==> src/rtl/core/i2cms_pkg.sv <==
// Shared types and codes for the I2C master byte sequencer.
`timescale 1ns / 1ps

package i2cms_pkg;

    localparam int BUFFER_DEPTH_DEF = 16;

    // field widths
    localparam int MODE_W   = 3;
    localparam int ADDR_W   = 7;
    localparam int COUNT_W  = 5;
    localparam int BIDX_W   = 4;
    localparam int BYTE_W   = 8;
    localparam int ACTION_W = 3;

    localparam int S_TDATA_W = 40;
    localparam int S_TUSER_W = 3;
    localparam int M_TDATA_W = 24;
    localparam int M_TUSER_W = 3;

    // command modes
    localparam logic [MODE_W-1:0] MODE_START_RD = 3'd0;
    localparam logic [MODE_W-1:0] MODE_START_WR = 3'd1;
    localparam logic [MODE_W-1:0] MODE_LOAD_TX  = 3'd2;
    localparam logic [MODE_W-1:0] MODE_EVENT    = 3'd3;
    localparam logic [MODE_W-1:0] MODE_READ_RX  = 3'd4;

    // bus actions
    localparam logic [ACTION_W-1:0] ACT_NONE  = 3'd0;
    localparam logic [ACTION_W-1:0] ACT_START = 3'd1;
    localparam logic [ACTION_W-1:0] ACT_SEND  = 3'd2;
    localparam logic [ACTION_W-1:0] ACT_DUMMY = 3'd3;
    localparam logic [ACTION_W-1:0] ACT_TAKEN = 3'd4;
    localparam logic [ACTION_W-1:0] ACT_STOP  = 3'd5;

    typedef enum logic [4:0] {
        PH_ERROR    = 5'b00001,
        PH_READY    = 5'b00010,
        PH_HEADER   = 5'b00100,
        PH_TRANSFER = 5'b01000,
        PH_SENT     = 5'b10000
    } phase_t;

    // where the outgoing bus byte comes from
    typedef enum logic [1:0] {
        BSEL_ZERO = 2'd0,
        BSEL_ADDR = 2'd1,
        BSEL_TX   = 2'd2
    } byte_sel_t;

    // control word carried from the state stage to the output register
    typedef struct packed {
        logic [ACTION_W-1:0] action;
        byte_sel_t           byte_sel;
        logic [BYTE_W-1:0]   addr_byte;
        logic                no_ack_next;
        logic                busy;
        logic                no_response;
        logic                error;
        logic                rx_sel;
    } stage_ctl_t;

endpackage

==> src/rtl/core/i2c_master_byte_sequencer.sv <==
// Top level: I2C master byte-level transaction sequencer.
//
//  channel   dir  handshake                    payload
//  s_axis    in   s_axis_tvalid/s_axis_tready  tuser: mode, tdata: command/event fields
//  m_axis    out  m_axis_tvalid/m_axis_tready  tuser: bus_action, tdata: byte/status
//
// One word in, one word out. Accept updates the sequencer state, loads stage 1 and
// reads the buffer memories; the output register loads from stage 1 when free. One
// word per cycle sustained while the output is not stalled; the state update is the
// loop. Reset (aresetn low, synchronous) returns the sequencer to ready; buffers are
// not cleared. A stalled output holds both stages; a full stage 1 drops s_axis_tready.
`timescale 1ns / 1ps

module i2c_master_byte_sequencer
    import i2cms_pkg::*;
#(
    parameter int BUFFER_DEPTH = BUFFER_DEPTH_DEF
) (
    input  logic                 aclk,
    input  logic                 aresetn,
    input  logic                 s_axis_tvalid,
    output logic                 s_axis_tready,
    // [6:0] slave_address, [11:7] byte_count, [15:12] buffer_index, [23:16] tx_byte,
    // [24] ack_missing, [25] arbitration_lost, [33:26] bus_data, [39:34] zero
    input  logic [S_TDATA_W-1:0] s_axis_tdata,
    // [2:0] mode
    input  logic [S_TUSER_W-1:0] s_axis_tuser,
    output logic                 m_axis_tvalid,
    input  logic                 m_axis_tready,
    // [7:0] bus_byte, [8] no_ack_next, [9] busy_res, [10] no_response, [11] error,
    // [19:12] read_data, [23:20] zero
    output logic [M_TDATA_W-1:0] m_axis_tdata,
    // [2:0] bus_action
    output logic [M_TUSER_W-1:0] m_axis_tuser
);

    localparam int IDX_W = (BUFFER_DEPTH > 1) ? $clog2(BUFFER_DEPTH) : 1;

    // input fields
    logic [MODE_W-1:0]  mode;
    logic [ADDR_W-1:0]  slave_address;
    logic [COUNT_W-1:0] byte_count;
    logic [BIDX_W-1:0]  buffer_index;
    logic [BYTE_W-1:0]  tx_byte;
    logic               ack_missing;
    logic               arbitration_lost;
    logic [BYTE_W-1:0]  bus_data;

    assign mode             = s_axis_tuser[2:0];
    assign slave_address    = s_axis_tdata[6:0];
    assign byte_count       = s_axis_tdata[11:7];
    assign buffer_index     = s_axis_tdata[15:12];
    assign tx_byte          = s_axis_tdata[23:16];
    assign ack_missing      = s_axis_tdata[24];
    assign arbitration_lost = s_axis_tdata[25];
    assign bus_data         = s_axis_tdata[33:26];

    // sequencer state
    phase_t             phase_reg, phase_next;
    logic [COUNT_W-1:0] byte_index_reg, byte_index_next;
    logic [COUNT_W-1:0] length_reg, length_next;
    logic               dir_write_reg, dir_write_next;
    logic               resp_missing_reg, resp_missing_next;

    // buffers
    logic [BYTE_W-1:0] tx_mem [BUFFER_DEPTH];
    logic [BYTE_W-1:0] rx_mem [BUFFER_DEPTH];
    logic [BYTE_W-1:0] tx_rdata_reg;
    logic [BYTE_W-1:0] rx_rdata_reg;

    // pipeline
    stage_ctl_t        ctl_reg, ctl_next;
    logic              p1_valid_reg;
    logic              m_valid_reg;
    logic [M_TDATA_W-1:0] m_tdata_reg;
    logic [M_TUSER_W-1:0] m_tuser_reg;

    logic               s_fire;
    logic               out_ready;
    logic               tx_we, rx_we;
    logic [COUNT_W-1:0] idx_inc;
    logic               idx_in_range;
    logic               bidx_in_range;
    logic [COUNT_W-1:0] count_clamped;
    logic [IDX_W-1:0]   seq_addr;
    logic [IDX_W-1:0]   buf_addr;
    logic [BYTE_W-1:0]  bus_byte_sel;

    assign out_ready     = !m_valid_reg || m_axis_tready;
    assign s_axis_tready = !p1_valid_reg || out_ready;
    assign s_fire        = s_axis_tvalid && s_axis_tready;

    assign idx_inc       = byte_index_reg + COUNT_W'(1);
    assign idx_in_range  = 32'(byte_index_reg) < 32'(BUFFER_DEPTH);
    assign bidx_in_range = 32'(buffer_index) < 32'(BUFFER_DEPTH);
    assign seq_addr      = IDX_W'(byte_index_reg);
    assign buf_addr      = IDX_W'(buffer_index);

    always_comb begin
        if (byte_count == '0) begin
            count_clamped = COUNT_W'(1);
        end else if (32'(byte_count) > 32'(BUFFER_DEPTH)) begin
            count_clamped = COUNT_W'(BUFFER_DEPTH);
        end else begin
            count_clamped = byte_count;
        end
    end

    always_comb begin
        phase_next        = phase_reg;
        byte_index_next   = byte_index_reg;
        length_next       = length_reg;
        dir_write_next    = dir_write_reg;
        resp_missing_next = resp_missing_reg;
        tx_we             = 1'b0;
        rx_we             = 1'b0;
        ctl_next          = '0;
        ctl_next.action   = ACT_NONE;
        ctl_next.byte_sel = BSEL_ZERO;
        ctl_next.addr_byte = {slave_address, ~(mode == MODE_START_WR)};

        case (mode)
            MODE_START_RD, MODE_START_WR: begin
                length_next       = count_clamped;
                byte_index_next   = '0;
                dir_write_next    = (mode == MODE_START_WR);
                resp_missing_next = 1'b1;
                phase_next        = PH_HEADER;
                ctl_next.action   = ACT_START;
                ctl_next.byte_sel = BSEL_ADDR;
            end
            MODE_LOAD_TX: begin
                tx_we = bidx_in_range;
            end
            MODE_EVENT: begin
                if (phase_reg inside {PH_HEADER, PH_TRANSFER, PH_SENT}) begin
                    if (arbitration_lost) begin
                        phase_next      = PH_ERROR;
                        ctl_next.action = ACT_STOP;
                    end else if (phase_reg == PH_HEADER && ack_missing) begin
                        phase_next      = PH_READY;
                        ctl_next.action = ACT_STOP;
                    end else if (phase_reg == PH_HEADER && !dir_write_reg) begin
                        phase_next           = PH_TRANSFER;
                        ctl_next.action      = ACT_DUMMY;
                        ctl_next.no_ack_next = (length_reg == COUNT_W'(1));
                    end else if (phase_reg == PH_SENT) begin
                        phase_next        = PH_READY;
                        resp_missing_next = 1'b0;
                        ctl_next.action   = ACT_STOP;
                    end else if (dir_write_reg) begin
                        // send next buffered byte (header ack or transfer phase)
                        ctl_next.action   = ACT_SEND;
                        ctl_next.byte_sel = idx_in_range ? BSEL_TX : BSEL_ZERO;
                        byte_index_next   = idx_inc;
                        phase_next        = (idx_inc >= length_reg) ? PH_SENT : PH_TRANSFER;
                    end else begin
                        // read transfer: store received byte
                        rx_we           = idx_in_range;
                        byte_index_next = idx_inc;
                        if (idx_inc >= length_reg) begin
                            phase_next        = PH_READY;
                            resp_missing_next = 1'b0;
                            ctl_next.action   = ACT_STOP;
                        end else begin
                            ctl_next.action      = ACT_TAKEN;
                            ctl_next.no_ack_next =
                                ({1'b0, idx_inc} + (COUNT_W+1)'(1)) == {1'b0, length_reg};
                        end
                    end
                end
            end
            MODE_READ_RX: begin
                ctl_next.rx_sel = bidx_in_range;
            end
            default: begin
            end
        endcase

        ctl_next.busy        = phase_next inside {PH_HEADER, PH_TRANSFER, PH_SENT};
        ctl_next.no_response = resp_missing_next;
        ctl_next.error       = (phase_next == PH_ERROR);
    end

    always_ff @(posedge aclk) begin
        if (!aresetn) begin
            phase_reg        <= PH_READY;
            byte_index_reg   <= '0;
            length_reg       <= COUNT_W'(1);
            dir_write_reg    <= 1'b0;
            resp_missing_reg <= 1'b1;
        end else if (s_fire) begin
            phase_reg        <= phase_next;
            byte_index_reg   <= byte_index_next;
            length_reg       <= length_next;
            dir_write_reg    <= dir_write_next;
            resp_missing_reg <= resp_missing_next;
        end
    end

    // buffer memories, registered reads
    always_ff @(posedge aclk) begin
        if (s_fire && tx_we) begin
            tx_mem[buf_addr] <= tx_byte;
        end
        if (s_fire) begin
            tx_rdata_reg <= tx_mem[seq_addr];
        end
    end

    always_ff @(posedge aclk) begin
        if (s_fire && rx_we) begin
            rx_mem[seq_addr] <= bus_data;
        end
        if (s_fire) begin
            rx_rdata_reg <= rx_mem[buf_addr];
        end
    end

    // stage 1: control word
    always_ff @(posedge aclk) begin
        if (!aresetn) begin
            p1_valid_reg <= 1'b0;
        end else if (s_fire) begin
            p1_valid_reg <= 1'b1;
        end else if (out_ready) begin
            p1_valid_reg <= 1'b0;
        end
    end

    always_ff @(posedge aclk) begin
        if (s_fire) begin
            ctl_reg <= ctl_next;
        end
    end

    always_comb begin
        case (ctl_reg.byte_sel)
            BSEL_ADDR: bus_byte_sel = ctl_reg.addr_byte;
            BSEL_TX:   bus_byte_sel = tx_rdata_reg;
            default:   bus_byte_sel = '0;
        endcase
    end

    // stage 2: output register
    always_ff @(posedge aclk) begin
        if (!aresetn) begin
            m_valid_reg <= 1'b0;
        end else if (out_ready) begin
            m_valid_reg <= p1_valid_reg;
        end
    end

    always_ff @(posedge aclk) begin
        if (out_ready && p1_valid_reg) begin
            m_tuser_reg <= ctl_reg.action;
            m_tdata_reg <= {4'b0,
                            ctl_reg.rx_sel ? rx_rdata_reg : BYTE_W'(0),
                            ctl_reg.error,
                            ctl_reg.no_response,
                            ctl_reg.busy,
                            ctl_reg.no_ack_next,
                            bus_byte_sel};
        end
    end

    assign m_axis_tvalid = m_valid_reg;
    assign m_axis_tdata  = m_tdata_reg;
    assign m_axis_tuser  = m_tuser_reg;

    // checks
    a_start_busy: assert property (@(posedge aclk) disable iff (!aresetn)
        m_axis_tvalid && m_axis_tuser == ACT_START |-> m_axis_tdata[9])
        else $error("start word without busy");

    a_err_not_busy: assert property (@(posedge aclk) disable iff (!aresetn)
        m_axis_tvalid |-> !(m_axis_tdata[11] && m_axis_tdata[9]))
        else $error("error and busy together");

    a_nak_action: assert property (@(posedge aclk) disable iff (!aresetn)
        m_axis_tvalid && m_axis_tdata[8] |->
            (m_axis_tuser == ACT_DUMMY || m_axis_tuser == ACT_TAKEN))
        else $error("no-ack request on wrong action");

    a_stage_hold: assert property (@(posedge aclk) disable iff (!aresetn)
        p1_valid_reg && !out_ready |=> p1_valid_reg && $stable(ctl_reg))
        else $error("stage 1 word lost under stall");

    a_index_bound: assert property (@(posedge aclk) disable iff (!aresetn)
        phase_reg == PH_TRANSFER |-> byte_index_reg < length_reg)
        else $error("byte index past transfer length");

endmodule
==> config.mk <==
export PLATFORM = sky130hd
export DESIGN_NAME = i2c_master_byte_sequencer
export DESIGN_NICKNAME = d
export VERILOG_FILES = /design/src/rtl/core/i2cms_pkg.sv /design/src/rtl/core/i2c_master_byte_sequencer.sv
export SDC_FILE = /design/constraint.sdc
export NUM_CORES = 1
export LEC_CHECK = 0
export BUFFER_PORTS_ARGS = -buffer_cell sky130_fd_sc_hd__buf_2
export CAP_MARGIN = 20
export CORE_UTILIZATION = 61
export DETAILED_ROUTE_END_ITERATION = 6
export PLACE_DENSITY = 0.8
export SYNTH_ARGS = -nofsm -noshare
export SYNTH_HDL_FRONTEND = slang
export SYNTH_SLANG_ARGS = --single-unit
==> constraint.sdc <==
create_clock -name aclk -period 4.3 [get_ports aclk]
set_input_delay 0.43 -clock aclk [delete_from_list [all_inputs] [get_ports aclk]]
set_output_delay 0.43 -clock aclk [all_outputs]
set_load 0.1 [all_outputs]
==> results of run 1 <==
## synthesized netlist by cell type (3+ instances only)
master	count	area share (%)
a211oi_1	3	0.17
a21boi_0	5	0.28
a21oi_1	10	0.37
a22oi_1	9	0.50
a31oi_1	4	0.19
a32oi_1	3	0.20
and2_1	13	0.61
buf_2	7	0.26
buf_4	4	0.22
clkbuf_1	21	0.59
dfxtp_1	19	2.8
edfxtp_1	313	70
ha_1	13	1.2
inv_1	16	0.45
mux4_2	80	13
nand2_1	20	0.56
nand2_2	4	0.19
nand2b_1	10	0.47
nand3_1	8	0.30
nor2_1	41	1.1
nor2b_1	14	0.65
nor3_1	10	0.37
nor3_2	4	0.30
nor3b_1	5	0.28
o211ai_1	4	0.22
o21ai_0	11	0.41
xnor2_1	5	0.33
xor2_1	5	0.33
## per-layer routing
metal / vias up / share of wire, % / global-route usage (%)
met5: - / 0 / 0
met1: 3559 / 41 / 36.8
li1: 3015 / - / -
met4: 0 / 1.9 / 7.12
met3: 45 / 7.1 / 4.45
met2: 355 / 50 / 42.3
## area by class of cell
cell class                      count  area, um^2
Inverter                           18        67.6
Timing Repair Buffer               78         430
Clock inverter                     22         325
Clock buffer                       39         891
Sequential cell                   332        9780
Fill cell                        1212        6050
Tap cell                          275         344
Multi-Input combinational cell    325        3390
## critical path: cells and delay by family, from the launching register on
kind / cells / cell delay [ps]
xor+xnor: 1 / 280
flops: 1 / 330
fa+ha+maj: 2 / 550
simple gates: 5 / 940
compound gates: 1 / 420
buf+inv: 2 / 600
## layout by cell type, fill, tap and decap left out, types with 3 or more instances in the layout
cell type | Yosys | routed
edfxtp_1 | 313 | 313
mux4_2 | 80 | 80
buf_2 | 7 | 65
nor2_1 | 41 | 41
clkbuf_16 | 0 | 35
nand2_1 | 20 | 20
dfxtp_1 | 19 | 18
inv_1 | 16 | 16
nor2b_1 | 14 | 13
and2_1 | 13 | 13
ha_1 | 13 | 13
buf_4 | 4 | 12
o21ai_0 | 11 | 11
nand2b_1 | 10 | 10
a21oi_1 | 10 | 10
nor3_1 | 10 | 10
a22oi_1 | 9 | 9
nand3_1 | 8 | 8
bufinv_16 | 0 | 8
clkinv_1 | 2 | 5
xnor2_1 | 5 | 5
xor2_1 | 5 | 5
nor3b_1 | 5 | 5
a21boi_0 | 5 | 5
clkinv_2 | 0 | 5
a31oi_1 | 4 | 4
o211ai_1 | 4 | 4
nand2_2 | 4 | 4
nor3_2 | 4 | 4
conb_1 | 1 | 4
clkbuf_1 | 21 | 4
a211oi_1 | 3 | 3
a32oi_1 | 3 | 3
clkinvlp_4 | 0 | 3
## power breakdown
part           switching (uW)  internal, uW
clock                    1200          1980
sequential               15.5          3570
combinational             241          94.5
total                    1460          5650
## cells by family after synthesis
group           count (synthesis)
mux                            81
compound gates                 68
flops                         332
other cells                     1
buf+inv                        55
fa+ha+maj                      13
xor+xnor                       10
simple gates                  149
## worst max path at each step
stage,start,depth (start not counted),slack (ps),endpoint
2_1_floorplan,m_axis_tvalid,9,160,length_reg[3]
3_3_place_gp,byte_index_reg[1],11,1000,ctl_reg[1]
3_5_place_dp,s_axis_tuser[0],7,1040,rx_mem[11][7]
4_1_cts,byte_index_reg[2],10,970,ctl_reg[1]
5_1_grt,byte_index_reg[1],12,740,ctl_reg[3]
6_report,byte_index_reg[1],11,920,ctl_reg[1]
## through the flow
stage	cell area, um^2	power (uW)	util (%)
floorplan	13400	3880	-
global placement	14000	3970	65.8
detailed placement	14000	3990	65.8
CTS	15200	7140	71.5
global route	15200	7280	71.6
finish	15200	7100	71.6
==> reports/summary.log, run 1 <==
qor: outcome.outcome complete, no violations
qor: worst_hold_path.hold_start s_axis_tdata[2]
qor: timing.setup_repair_after_global_routing_missed_its_margin false
qor: synthesis.synth-seq-area-share 72.9%
qor: timing.fin_worst_hold_slack 107 ps
qor: synthesis.asyncSetResetFlopFracSynth 0%
qor: synthesis.syn_area_per_cell 18.9 um^2
qor: place.preCtsSetupSlack 1040 ps
qor: worst_setup_path.cp_slowest_stage_delay 520 ps
qor: worst_setup_path.cp_data_required_time 4560 ps
qor: worst_setup_path.critical_path.reg2reg.endpoint ctl_reg[1]
qor: layout.syn2layout_area_growth 13.6%
qor: worst_setup_path.timing.reg2reg.worst_path_depth 11
qor: synthesis.synthesis.yosys.warnings 0
qor: grt.grt_max_degree 37
qor: worst_setup_path.setup_cp_type reg2reg
qor: detailed_routing.detail_route.drc_violations 0
qor: clock_tree.path_clk_slew 70 ps
qor: detailed_routing.detail_route.wirelength 27,700 um
qor: floorplanning.rows 53
qor: timing.final_hold_violation_count 0
qor: detailed_routing.drt-vias-per-instance 6.40
qor: synthesis.synth_top_family_by_area multiplexers
qor: clock_tree.tritoncts_clock_tree yes
qor: layout.post_route_cells_drive_above_1_share 28.9%
qor: clock_tree.ctsLongestPathBuffers 3
qor: floorplanning.start_util 63.0%
qor: timing.finalSetupTns 0 ps
qor: place.place_congestion 0.855
qor: clock_tree.numClockSinks 332
qor: timing.final_cycle_share 78.6%
qor: detailed_routing.detail-route-antenna-nets 0
qor: clock_tree.cts-resized-gates 0
qor: synthesis.syn_area 13,400 um^2
qor: synthesis.muxShareOfSynthArea 13.5%
qor: layout.fin_nets 849
qor: timing.report.final.slew_viol_count 0
qor: synthesis.syn_inst 709
qor: floorplanning.die_area 22,600 um^2
qor: worst_setup_path.endpoint_kind register
qor: floorplanning.die_height 150 um
qor: timing.setup_ws 922 ps
qor: timing.worst_clock_skew 22.7 ps
qor: pwr.p_leak 0.00495 uW
qor: layout.post_layout_nonfiller_instances 1,089
qor: worst_setup_path.worst-endpoint-arrival 3630 ps
qor: clock_tree.clockRootBuffer clkbuf_16
qor: detailed_routing.drtPass1Iterations 5
qor: worst_setup_path.rrSetupSlack 920 ps
qor: detailed_routing.dr.first_iter.drc_count 687
qor: synthesis.synth_enable_flop_cells 313
qor: clock_tree.post-cts-setup-buffer-count 0
qor: pwr.p_per_area 466 nW/um^2
qor: worst_hold_path.holdPathStages 1
qor: floorplanning.top_level_ports 76
qor: clock_tree.tritoncts_buffers 34
qor: worst_setup_path.critical_path.slowest_cell or3b_2
qor: worst_setup_path.cp_cell_sequence buf_4, ha_1, nand2_1, xor2_1, inv_1, ha_1, nand2_1, o21ai_1, nor3_1, or3b_2, and4b_1
qor: detailed_routing.drt-wirelength-per-cell 25.4 um
qor: job.cap_violations 0
qor: floorplanning.coreArea 21,300 um^2
qor: synthesis.number_of_register_bits_inferred_by_synthesis 332
qor: worst_hold_path.min_path_type in2reg
qor: grt.grt_antenna_before_repair 0
qor: synthesis.synthXorXnorAreaFrac 0.653%
qor: timing.period_minus_ws_final 3380 ps
qor: clock_tree.clkLatencyLatePin 510 ps
qor: worst_setup_path.critical_path.reg2reg.startpoint byte_index_reg[1]
qor: synthesis.synth_cell_type_count 65
qor: synthesis.post_synth_and_or_nand_nor_area_fraction 6.00%
qor: grt.gr-usage-all-layers 26.0%
qor: synthesis.compound_gate_fraction_of_synth_area 3.80%
qor: pwr.maximum_vdd_drop 0.305 mV
qor: synthesis.synth_adder_area_share 1.21%
qor: timing.max_freq 0.296 GHz
qor: clock_tree.cts.htree.levels 2
qor: grt.grt_pass1_wl 42,100 um
qor: layout.antenna_cells_inserted 0
qor: timing.finalSetupViolCount 0
qor: grt.grt_pass1_vias 6,963
qor: worst_hold_path.min_to ctl_reg[8]
qor: detailed_routing.via_count 6,974
qor: grt.grt_remaining_overflow 0
qor: worst_setup_path.critical_path.max_fanout 36
qor: place.numPlacedInstances 1,027
qor: place.dp_hpwl 16,900 um
qor: worst_setup_path.critical_path.startpoint_type register
qor: timing.worst_pin_slew 890 ps
qor: synthesis.synth_flop_cell edfxtp_1
qor: floorplanning.die_width 150 um
qor: place.port_buffers 65
qor: timing.relSlewSlack 40.4%
qor: clock_tree.cts_hold_repair.buffers 0
(Power assumes the default switching activity.)
==> inputs of run 2 (changes only) <==
- CORE_UTILIZATION: 61 -> 55
- PLACE_DENSITY: 0.8 -> 0.76
- clock period: 4.3 -> 2.96 ns (I/O delays scaled with it)
==> reports/summary.log, run 2 (synthesized netlist as in run 1, its figures left out) <==
qor: worst_setup_path.critical_path.max_fanout 7 [-81%]
qor: timing.worst_clock_skew 22.0 ps [-0.647 ps]
qor: worst_setup_path.worst-endpoint-arrival 3030 ps [-600 ps]
qor: worst_setup_path.timing.reg2reg.worst_path_depth 10 [-1]
qor: place.dp_hpwl 17,000 um [+0.66%]
qor: detailed_routing.detail_route.drc_violations 0 [unchanged]
qor: place.preCtsSetupSlack 164 ps [-880 ps]
qor: pwr.p_per_area 641 nW/um^2 [+37%]
qor: grt.grt_remaining_overflow 0 [unchanged]
qor: worst_setup_path.rrSetupSlack 180 ps [-740 ps]
qor: timing.final_hold_violation_count 0 [unchanged]
qor: timing.max_freq 0.360 GHz [+22%]
qor: timing.final_cycle_share 93.9% [+15 points]
qor: pwr.switching_power_total 2080 uW [+43%]
qor: pwr.fraction_of_power_consumed_by_the_clock_network 42.7% [-2.0 points]
qor: timing.worst_pin_slew 747 ps [-143 ps]
qor: pwr.maximum_vdd_drop 0.482 mV [+58%]
qor: worst_setup_path.cp_data_required_time 3210 ps [-1350 ps]
qor: clock_tree.path_clk_slew 60 ps [about the same]
qor: pwr.report.power.total 9970 uW [+40%]
qor: place.port_buffers 65 [unchanged]
qor: timing.finalSetupViolCount 0 [unchanged]
qor: grt.grt_antenna_before_repair 0 [unchanged]
qor: floorplanning.die_height 158 um [+5.2%]
qor: floorplanning.coreArea 23,700 um^2 [+11%]
qor: layout.syn2layout_area_growth 16.1%
qor: detailed_routing.drt-vias-per-instance 5.90 [-7.9%]
qor: floorplanning.start_util 56.6% [-6.4 points]
qor: detailed_routing.dr.first_iter.drc_count 601 [-13%]
qor: worst_setup_path.setup_cp_type reg2reg
qor: pwr.power.share.combinational 5.0% [+0.3 points]
qor: outcome.outcome complete, no violations
qor: job.cap_violations 0 [unchanged]
qor: worst_setup_path.critical_path.startpoint byte_index_reg[1]
qor: timing.setup_ws 181 ps [-741 ps]
qor: layout.antenna_cells_inserted 0 [unchanged]
qor: clock_tree.cts.htree.levels 2 [unchanged]
qor: layout.mostFrequentLayoutCell edfxtp_1
qor: worst_setup_path.critical_path.startpoint_type register
qor: clock_tree.tritoncts_buffers 35 [+2.9%]
qor: worst_hold_path.min_path_type in2reg
qor: detailed_routing.drt-wirelength-per-cell 22.3 um [-12%]
qor: grt.grt_pass1_wl 40,600 um [-3.7%]
qor: detailed_routing.drtPass1Iterations 5 [unchanged]
qor: floorplanning.die_width 158 um [+5.2%]
qor: layout.fin_nets 894 [+5.3%]
qor: pwr.p_int 7890 uW [+40%]
qor: clock_tree.numClockSinks 332 [unchanged]
qor: pwr.switching_power_share_of_the_total 20.9% [+0.36 points]
qor: clock_tree.clockRootBuffer clkbuf_16
qor: clock_tree.clkLatencyLatePin 520 ps [about the same]
qor: detailed_routing.detail_route.wirelength 26,200 um [-5.3%]
qor: floorplanning.top_level_ports 76 [unchanged]
qor: timing.report.final.slew_viol_count 0 [unchanged]
qor: grt.grt_pass1_vias 7,143 [+2.6%]
qor: pwr.p_leak 0.00514 uW [+3.8%]
qor: timing.setup_repair_after_global_routing_missed_its_margin false
qor: layout.fillerInstances 1,575 [+30%]
qor: grt.grt_max_degree 35 [-5.4%]
qor: clock_tree.ctsLongestPathBuffers 3 [unchanged]
qor: timing.period_minus_ws_final 2780 ps [-599 ps]
qor: timing.relSlewSlack 50.2% [+9.8 points]
qor: detailed_routing.via_count 6,942 [-0.46%]
qor: clock_tree.post-cts-setup-buffer-count 0 [unchanged]
qor: worst_hold_path.holdPathStages 3 [+2]
qor: layout.final_core_util 65.7% [-5.9 points]
qor: layout.layout_common_cells edfxtp_1 (313), mux4_2 (80), buf_2 (65)
qor: worst_setup_path.critical_path.reg2reg.startpoint byte_index_reg[1]
qor: detailed_routing.detail-route-antenna-nets 0 [unchanged]
qor: worst_hold_path.min_to p1_valid_reg
qor: worst_setup_path.critical_path.reg2reg.endpoint ctl_reg[3]
qor: worst_setup_path.endpoint_kind register
qor: place.place_congestion 0.865 [+1.1%]
qor: floorplanning.die_area 25,000 um^2 [+11%]
qor: floorplanning.rows 56 [+5.7%]
qor: clock_tree.tritoncts_clock_tree yes
qor: grt.gr-usage-all-layers 22.1% [-3.8 points]
qor: worst_hold_path.hold_start s_axis_tvalid
qor: pwr.seq_power_share 52.3% [+1.8 points]
qor: layout.post_route_cells_drive_above_1_share 31.2% [+2.4 points]
[run 2: worst max-delay path: stages, from the launching register on]
cell,delay (ps)
dfxtp_1,390
ha_2,270
xor2_1,270
ha_1,310
a21o_1,170
a31oi_1,260
o21ai_4,150
o31ai_1,300
a21oi_1,170
o211ai_1,190
a21oi_1,50
[run 2: per-stage QoR]
| stage | setup TNS (ps) | std cells | instance area [um^2] | hold WS, ps |
|---|---|---|---|---|
| finish | 0 | 1177 | 15600 | 67.7 |
| global route | 0 | 1177 | 15600 | 56.5 |
| CTS | 0 | 1177 | 15500 | 57.9 |
| detailed placement | 0 | 1109 | 14400 | 405 |
| global placement | 0 | 1109 | 14400 | 403 |
| floorplan | -49.4 | 712 | 13400 | 395 |
[run 2: how the worst max path moves through the flow]
stage	end	slack, ps	depth (start not counted)
finish	ctl_reg[3]	180	10
global route	ctl_reg[3]	40	10
CTS	ctl_reg[1]	140	10
detailed placement	ctl_reg[1]	160	10
global placement	ctl_reg[1]	200	10
floorplan	length_reg[3]	-50	9
[run 2: final cells by class]
type / instances / area (um^2) / area share (%)
repair buffers: 122 / 783 / 5.03
well taps: 319 / 399 / 2.57
inverters: 18 / 68.8 / 0.442
multi-input cells: 325 / 3410 / 21.9
clock inverters: 16 / 203 / 1.30
flip-flops and latches: 332 / 9780 / 62.9
clock buffers: 45 / 913 / 5.87
[run 2: power by group through the flow]
stage | Clock [uW] | Combinational (uW) | Sequential, uW
4_1_cts | 4330 | 503 | 5210
6_report | 4250 | 502 | 5210
5_1_grt | 4490 | 536 | 5220
3_3_place_gp | 0 | 472 | 5310
3_5_place_dp | 0 | 492 | 5310
2_1_floorplan | 0 | 222 | 5420
[run 2: routing by layer]
metal / vias up / track usage [%] / part of all wire (%)
li1: 3095 / - / -
met1: 3535 / 29.6 / 40
met2: 265 / 37.1 / 50
met3: 47 / 3.81 / 6.9
met4: 0 / 7.37 / 2.2
met5: - / 0 / 0
[run 2: repair_timing]
action / CTS / global route
hold endpoints to repair: 7 / 0
setup endpoints to repair: 0 / 2
hold buffers: 7 / 0
gates resized for setup: 0 / 2
